<file path="config.mk">
export PLATFORM = sky130hd
export DESIGN_NAME = vlse_back
export DESIGN_NICKNAME = d
export VERILOG_FILES = /design/src/hw/rtl/vlse_pkg.sv /design/src/hw/rtl/vlse_back.sv
export SDC_FILE = /design/constraint.sdc
export NUM_CORES = 2
export LEC_CHECK = 0
export BUFFER_PORTS_ARGS = -buffer_cell sky130_fd_sc_hd__buf_2
export CORE_MARGIN = 5
export CORE_UTILIZATION = 60
export DETAILED_ROUTE_END_ITERATION = 6
export PLACE_DENSITY = 0.8
export SLEW_MARGIN = 0
export SYNTH_ARGS = -nofsm -noshare
export SYNTH_HDL_FRONTEND = slang
export SYNTH_SLANG_ARGS = --single-unit
</file>
<file path="constraint.sdc">
create_clock -name clk -period 11.55 [get_ports clk]
set_clock_uncertainty 0.15 [all_clocks]
set_input_delay 1.7325 -clock clk [delete_from_list [all_inputs] [get_ports clk]]
set_output_delay 1.7325 -clock clk [all_outputs]
set_load 0.1 [all_outputs]
</file>
<file path="src/hw/rtl/vlse_pkg.sv">
`timescale 1ns / 1ps
// ----------------------------------------------------------------------------
// vlse_pkg
// Shared constants and exp/ln tables for vector log-sum-exp.
// ----------------------------------------------------------------------------
package vlse_pkg;

	localparam int unsigned SAMPLE_WIDTH = 16;
	localparam int unsigned ACC_W = 25;
	localparam logic [ACC_W-1:0] ACC_MAX = {ACC_W{1'b1}};
	localparam int unsigned LN2_Q16 = 45426;

	function automatic logic [16:0] exp_int(input logic [3:0] a);
		case (a)
			4'd0: return 17'd65536;
			4'd1: return 17'd24109;
			4'd2: return 17'd8869;
			4'd3: return 17'd3263;
			4'd4: return 17'd1200;
			4'd5: return 17'd442;
			4'd6: return 17'd162;
			4'd7: return 17'd60;
			4'd8: return 17'd22;
			4'd9: return 17'd8;
			4'd10: return 17'd3;
			4'd11: return 17'd1;
			default: return 17'd0;
		endcase
	endfunction

	function automatic logic [16:0] exp_hi(input logic [3:0] b);
		case (b)
			4'd0: return 17'd65536;
			4'd1: return 17'd61565;
			4'd2: return 17'd57835;
			4'd3: return 17'd54331;
			4'd4: return 17'd51039;
			4'd5: return 17'd47947;
			4'd6: return 17'd45042;
			4'd7: return 17'd42313;
			4'd8: return 17'd39750;
			4'd9: return 17'd37341;
			4'd10: return 17'd35079;
			4'd11: return 17'd32954;
			4'd12: return 17'd30957;
			4'd13: return 17'd29081;
			4'd14: return 17'd27319;
			default: return 17'd25664;
		endcase
	endfunction

	function automatic logic [16:0] exp_lo(input logic [3:0] c);
		case (c)
			4'd0: return 17'd65536;
			4'd1: return 17'd65280;
			4'd2: return 17'd65026;
			4'd3: return 17'd64772;
			4'd4: return 17'd64520;
			4'd5: return 17'd64268;
			4'd6: return 17'd64018;
			4'd7: return 17'd63768;
			4'd8: return 17'd63520;
			4'd9: return 17'd63272;
			4'd10: return 17'd63025;
			4'd11: return 17'd62780;
			4'd12: return 17'd62535;
			4'd13: return 17'd62291;
			4'd14: return 17'd62048;
			default: return 17'd61806;
		endcase
	endfunction

	function automatic logic [15:0] ln_tab(input logic [4:0] i);
		case (i)
			5'd0: return 16'd0;
			5'd1: return 16'd3973;
			5'd2: return 16'd7719;
			5'd3: return 16'd11262;
			5'd4: return 16'd14624;
			5'd5: return 16'd17821;
			5'd6: return 16'd20870;
			5'd7: return 16'd23783;
			5'd8: return 16'd26573;
			5'd9: return 16'd29248;
			5'd10: return 16'd31818;
			5'd11: return 16'd34292;
			5'd12: return 16'd36675;
			5'd13: return 16'd38975;
			5'd14: return 16'd41196;
			5'd15: return 16'd43345;
			default: return 16'd45426;
		endcase
	endfunction

endpackage

</file>
<file path="src/hw/rtl/vlse_back.sv">
`timescale 1ns / 1ps
// ----------------------------------------------------------------------------
// vlse_back
// Sweeps stored samples, accumulates exp terms, then forms the log, rounds
// and saturates. Result held in an output register until popped.
// ----------------------------------------------------------------------------
module vlse_back #(
	parameter int unsigned CNT_W = 9,
	parameter int unsigned ADDR_W = 8
) (
	input  logic                              clk,
	input  logic                              arst_n,
	output logic [ADDR_W-1:0]                 rd_addr,
	input  logic [vlse_pkg::SAMPLE_WIDTH-1:0] rd_data,
	input  logic                              job_valid,
	output logic                              job_take,
	input  logic [CNT_W-1:0]                  job_count,
	input  logic [vlse_pkg::SAMPLE_WIDTH-1:0] job_max,
	input  logic                              job_ovf,
	output logic                              busy,
	output logic                              empty,
	input  logic                              pop,
	output logic signed [15:0]                log_sum,
	output logic                              overflowed
);
	import vlse_pkg::*;

	localparam logic [2:0] ST_IDLE = 3'd0;
	localparam logic [2:0] ST_RUN  = 3'd1;
	localparam logic [2:0] ST_LOG  = 3'd4;
	localparam logic [2:0] ST_LN   = 3'd5;
	localparam logic [2:0] ST_OUT  = 3'd6;
	localparam int unsigned M_W = SAMPLE_WIDTH + 1;

	logic [2:0]       state_q;
	logic [CNT_W-1:0] cnt_q;
	logic [CNT_W-1:0] issued_q;
	logic [CNT_W-1:0] len_q;
	logic signed [SAMPLE_WIDTH-1:0] max_q;
	logic             ovf_q;
	logic             rd_v_s1;
	logic [M_W-1:0]   m_s2;
	logic             v_s2;
	logic [16:0]      f_s3;
	logic [3:0]       a_s3;
	logic             v_s3;
	logic             z_s3;
	logic [16:0]      t_s4;
	logic             v_s4;
	logic [ACC_W-1:0] acc_q;
	logic [4:0]       p_q;
	logic [22:0]      frac_q;
	logic signed [23:0] r_q;
	logic [M_W-1:0]   m_c;
	logic [33:0]      hl;
	logic [33:0]      fi;
	logic [ACC_W:0]   sum;
	logic [4:0]       p_c;
	logic [ACC_W+23:0] sh;
	logic [15:0]      ln_a;
	logic [15:0]      ln_b;
	logic [34:0]      interp;
	logic signed [24:0] rr;
	logic signed [SAMPLE_WIDTH+1:0] y;
	logic signed [SAMPLE_WIDTH+1:0] q_ext;

	assign busy     = state_q != ST_IDLE;
	assign job_take = job_valid && state_q == ST_IDLE;
	assign rd_addr  = issued_q[ADDR_W-1:0];

	assign m_c = M_W'(max_q) - M_W'($signed(rd_data));
	assign hl  = exp_hi(m_s2[7:4]) * exp_lo(m_s2[3:0]) + 34'd32768;
	assign fi  = f_s3 * exp_int(a_s3) + 34'd32768;
	assign sum = {1'b0, acc_q} + (ACC_W+1)'(t_s4);

	always_comb begin
		p_c = '0;
		for (int k = 0; k < ACC_W; k++) begin
			if (acc_q[k]) begin
				p_c = 5'(k);
			end
		end
	end

	assign sh     = {23'd0, acc_q} << (6'd46 - {1'b0, p_c});
	assign ln_a   = ln_tab({1'b0, frac_q[22:19]});
	assign ln_b   = ln_tab({1'b0, frac_q[22:19]} + 5'd1);
	assign interp = (ln_b - ln_a) * frac_q[18:0];
	assign rr     = 25'(r_q) + 25'sd128;
	assign q_ext  = (SAMPLE_WIDTH+2)'(rr >>> 8);
	assign y      = (SAMPLE_WIDTH+2)'(max_q) + q_ext;

	always_ff @(posedge clk or negedge arst_n) begin
		if (!arst_n) begin
			state_q  <= ST_IDLE;
			cnt_q    <= '0;
			issued_q <= '0;
			len_q    <= '0;
			rd_v_s1  <= 1'b0;
			v_s2     <= 1'b0;
			v_s3     <= 1'b0;
			v_s4     <= 1'b0;
			acc_q    <= '0;
			empty    <= 1'b1;
		end else begin
			rd_v_s1 <= 1'b0;
			v_s2    <= rd_v_s1;
			v_s3    <= v_s2;
			v_s4    <= v_s3;
			if (v_s4) begin
				acc_q <= sum[ACC_W] ? ACC_MAX : sum[ACC_W-1:0];
				cnt_q <= cnt_q + 1'b1;
			end
			if (!empty && pop) begin
				empty <= 1'b1;
			end
			unique case (state_q)
				ST_IDLE: begin
					if (job_valid) begin
						state_q  <= ST_RUN;
						len_q    <= job_count;
						issued_q <= '0;
						cnt_q    <= '0;
						acc_q    <= '0;
					end
				end
				ST_RUN: begin
					if (issued_q != len_q) begin
						rd_v_s1  <= 1'b1;
						issued_q <= issued_q + 1'b1;
					end
					if (v_s4 && cnt_q + 1'b1 == len_q) begin
						state_q <= ST_LOG;
					end
				end
				ST_LOG: state_q <= ST_LN;
				ST_LN:  state_q <= ST_OUT;
				ST_OUT: begin
					if (empty || pop) begin
						empty   <= 1'b0;
						state_q <= ST_IDLE;
					end
				end
				default: state_q <= ST_IDLE;
			endcase
		end
	end

	always_ff @(posedge clk) begin
		if (job_take) begin
			max_q <= job_max;
			ovf_q <= job_ovf;
		end
		m_s2 <= m_c;
		a_s3 <= m_s2[11:8];
		z_s3 <= m_s2[M_W-1:8] >= 12;
		f_s3 <= 17'(hl >> 16);
		t_s4 <= z_s3 ? 17'd0 : ((fi >> 16) > 34'd65535 ? 17'd65535 : 17'(fi >> 16));
		if (state_q == ST_LOG) begin
			p_q    <= p_c;
			frac_q <= sh[45:23];
		end
		if (state_q == ST_LN) begin
			r_q <= (acc_q == '0) ? 24'sd0 :
				24'($signed({1'b0, p_q}) - 6'sd16) * 24'sd45426
				+ 24'(ln_a) + 24'(interp >> 19);
		end
		if (state_q == ST_OUT && (empty || pop)) begin
			overflowed <= ovf_q;
			if (y > 32767) begin
				log_sum <= 16'sd32767;
			end else if (y < -32768) begin
				log_sum <= -16'sd32768;
			end else begin
				log_sum <= 16'(y);
			end
		end
	end

	// frac of sh: leading one moved to bit 46, so bits 45:23 are the fraction
	logic unused_ok;
	assign unused_ok = ^{v_s3, sh[ACC_W+23:46], sh[22:0]};

endmodule

</file>
==> reports/summary.md <==
Once detail routing completed, the nets flagged for antenna violations numbered 0. The slowest stage of the critical path belongs to the cell sky130_fd_sc_hd__fa_2. TritonCTS built the clock tree.

For the total of warnings raised by yosys, the log shows 0. Startpoint type of the worst setup path: a flop. In the layout the commonest cells are sky130_fd_sc_hd__inv_1, sky130_fd_sc_hd__fa_1, sky130_fd_sc_hd__ha_1, sky130_fd_sc_hd__nand2_1, sky130_fd_sc_hd__and2_1. The number of clock buffers added by TritonCTS is 30.

Number of hold violations in the final report: 0. The register cell area after layout is 5960 um2. The tools report the startpoint of the most critical hold path as v_s3. Sequential cells were found to cover 13.2% of the synthesized design area. The run gives 27.2% as the overall routing resource usage.

The number of cells traversed by the worst register-to-register path works out to 57. For this run, the top clock speed supported by timing is 0.0840 GHz. For this run, asynchronously set or reset flops after synthesis account for 24.7%. The final critical path time including I/O delays and setup is 11.90 ns, and the synthesis-stage register bit count is 243. The maximum fanout count along the critical path is 7.

The number of buffers added to fix hold violations after cts is 0, and the number of flops mapped to enable cells by yosys is 79. The overall die width came out at 285 um. The total congestion overflow after global routing came out at 0. The min-delay analysis places its worst path in the category reg -> reg. The largest net degree at the start of global routing was 61; the required time of the critical path was 11.70 ns.

Leaving out fill and tap cells, the most frequent cell in the layout is sky130_fd_sc_hd__inv_1. The tools report the number of violations of the max-capacitance limit as 0. Chip height: 285 um. The logs give -0.35 ns for the setup slack on the worst flop-to-flop path and 6368 for the final net count. The post-route netlist has 7.92% of its cells at a drive strength greater than 1. The number of different library cells in the post-synthesis netlist is 94, and the core utilization of the finished layout is 65.0%. The via density per instance is 5.70, and the synthesized netlist net count is 6348. The run finished, with violations left. For the post-synthesis cell count, the log shows 5034. The root buffer cell chosen for the clock tree is sky130_fd_sc_hd__clkbuf_16. The floorplan has 100 rows. The tools report the via count of the first global-routing pass as 35900. In the finished design, the share of the clock period the worst path needs comes to 103%. Along the worst hold path, the cell count comes to 0. The setup path with the least slack is of type reg -> reg.

The filler cells instantiated in the layout total 5909. The post-layout worst setup margin is -0.355 ns, and the clock slew seen by the registers of the worst setup and hold paths is 0.06 ns. Summing all multi-input logic gate instances after layout gives 35300 um2.

For the final max-slew violation count, the log shows 0. The post-detailed-routing wire length is 109000 um. After legalization and detailed placement, the total HPWL measured 85900 um.

Capture instance of the worst register-to-register path: r_q[16]. The mapped netlist covers 45300 um2. The floorplan step defined a die boundary enclosing 81100 um2. At the end of routability-driven placement, the weighted congestion stood at 0.925.

The most common flop cell mapped by yosys was sky130_fd_sc_hd__dfxtp_1. Setup repair after global routing could not meet its margin everywhere. Detailed routing inserted a total of 34500 vias. STA classifies the critical path endpoint as a flop. The number of remaining DRC errors came out at 0. The run gives 3 as the maximum count of clock buffers along a single path. The delay of the slowest critical-path stage works out to 0.60 ns. The checks that failed: setup timing.

Count of boundary I/O pins: 74. In this run the critical register-to-register path is launched from frac_q[19]. The arrival time at the worst endpoint was 12.06 ns; the per-cell routed wire length was 18.1 um.

For the total of endpoints with negative setup slack in the final report, the log shows 9. The number of antenna violations at the first check in global routing was 0; the worst slew margin relative to its limit was 13.8%. Cell seen most often among critical-path stages: sky130_fd_sc_hd__inv_1. The number of sinks handled by clock tree synthesis came out at 243. The number of DRC violations after detailed-routing iteration 0 was 2395; the average cell area after synthesis was 9.00 um2.

The first global-routing pass estimated 182000 um of wire. The later pin in the worst-skew pair is clocked with a latency of 0.62 ns. The floorplan step defined a core boundary enclosing 74700 um2. Number of H-tree levels: 1. Before antenna repair, the detailed router went through 5 iterations. For this configuration, the core starts out at a cell density of 60.6%. The post-synthesis to final-layout area growth is 7.21%, and the number of I/O port buffers is 73. The path with the worst hold slack has its endpoint at v_s4. The transition time at the pin with the least slew margin is 1.29 ns.
worst max path at each step:
| stage | depth (start not counted) | from | slack [ns] | to |
|---|---|---|---|---|
| final | 57 | frac_q[19] | -0.35 | r_q[16] |
| after detailed placement | 52 | frac_q[20] | -0.23 | r_q[23] |
| after global routing | 52 | frac_q[20] | -0.67 | r_q[16] |
| after global placement | 55 | frac_q[19] | -0.02 | r_q[22] |
| after CTS | 53 | frac_q[20] | -0.14 | r_q[22] |
| after floorplan | 54 | frac_q[20] | 0.005 | r_q[23] |
synth_stat cells, types with 9 or more instances:
cell                       count  area share (%)
sky130_fd_sc_hd__inv_1       939             7.8
sky130_fd_sc_hd__fa_1        692              31
sky130_fd_sc_hd__ha_1        576              16
sky130_fd_sc_hd__nand2_1     551             4.6
sky130_fd_sc_hd__and2_1      376             5.2
sky130_fd_sc_hd__nor2_1      219             1.8
sky130_fd_sc_hd__clkbuf_1    203             1.7
sky130_fd_sc_hd__a21oi_1     169             1.9
sky130_fd_sc_hd__o21ai_0     139             1.5
sky130_fd_sc_hd__xnor2_1     107             2.1
sky130_fd_sc_hd__dfxtp_1     104             4.6
sky130_fd_sc_hd__xor2_1       85             1.6
sky130_fd_sc_hd__edfxtp_1     79             5.2
sky130_fd_sc_hd__nand3_1      73            0.81
sky130_fd_sc_hd__dfrtp_1      59             3.3
sky130_fd_sc_hd__nor3_1       57            0.63
sky130_fd_sc_hd__nor2b_1      55            0.76
sky130_fd_sc_hd__mux2i_1      43            0.95
sky130_fd_sc_hd__o211ai_1     34            0.56
sky130_fd_sc_hd__a21o_1       33            0.55
sky130_fd_sc_hd__o21a_1       31            0.51
sky130_fd_sc_hd__and3_1       29            0.40
sky130_fd_sc_hd__a211oi_1     25            0.41
sky130_fd_sc_hd__nand3b_1     25            0.41
sky130_fd_sc_hd__a31oi_1      23            0.32
sky130_fd_sc_hd__nand2b_1     22            0.30
sky130_fd_sc_hd__nand4_1      19            0.26
sky130_fd_sc_hd__or2_2        17            0.23
sky130_fd_sc_hd__o22ai_1      16            0.22
sky130_fd_sc_hd__mux4_2       13            0.65
sky130_fd_sc_hd__mux2_2       12            0.30
sky130_fd_sc_hd__or3_1        12            0.17
sky130_fd_sc_hd__a211o_1      10            0.19
sky130_fd_sc_hd__o31ai_1      10            0.17
sky130_fd_sc_hd__buf_4         9            0.15
sky130_fd_sc_hd__nor4_1        9            0.12
layout make-up:
class / count / area share [%]
clock inverter: 16 / 0.464
inverter: 944 / 7.31
sequential: 243 / 12.3
antenna: 3 / 0.0155
clock buffer: 39 / 1.70
multi-input combinational: 3616 / 72.6
tap: 969 / 2.50
timing repair buffer: 219 / 3.13
worst max-delay path, delay by kind of cell (launching register included):
family | cells | cell delay (ns)
and+or+nand+nor | 11 | 1.66
xor gates and xnor gates | 1 | 0.19
buffers and inverters | 17 | 1.57
AOI/OAI and AO/OA | 17 | 3.27
DFF | 1 | 0.48
adders and majority gates | 11 | 4.23
layer usage:
metal	vias to the layer above	global-route usage (%)	share of wire [%]
li1	15900	-	-
met1	17100	37.6	43
met5	-	0	0
met4	0	8.99	3.8
met2	1164	44.4	47
met3	237	3.85	6.5
through the flow:
step | hold WS, ns | cell area, um2 | setup WS [ns] | TNS [ns] | instances
2_1_floorplan | 0.181 | 45400 | 0.00503 | 0 | 5034
5_1_grt | 0.209 | 48500 | -0.673 | -6.25 | 6046
4_1_cts | 0.201 | 48300 | -0.142 | -0.361 | 6038
3_5_place_dp | 0.187 | 46900 | -0.230 | -1.27 | 5961
6_report | 0.197 | 48500 | -0.355 | -1.67 | 6049
3_3_place_gp | 0.184 | 46900 | -0.0155 | -0.0334 | 5961
repair_timing:
item | CTS | global route
buffers inserted | 22 | 8
gates resized for setup | 51 | 31
pin swaps | 39 | 24
endpoints found under the hold margin | 0 | 0
endpoints found under the setup margin | 10 | 13
cells by family (layout without fill, tap and decap cells):
kind of cell               after synthesis  count (layout)  synth area share, %
buffers and inverters                 1175            1218                 9.92
and+or+nand+nor                       1491            1491                 16.2
DFF                                    243             243                 13.2
AOI/OAI and AO/OA                      592             592                 8.37
xor gates and xnor gates               194             194                 3.79
adders and majority gates             1268            1268                 46.5
muxes                                   70              70                 2.01
other                                    1               4              0.00828
Power is left out: the tool's default activity adds up to more than one toggle a clock period on the data nets, which glitch-free logic cannot reach.
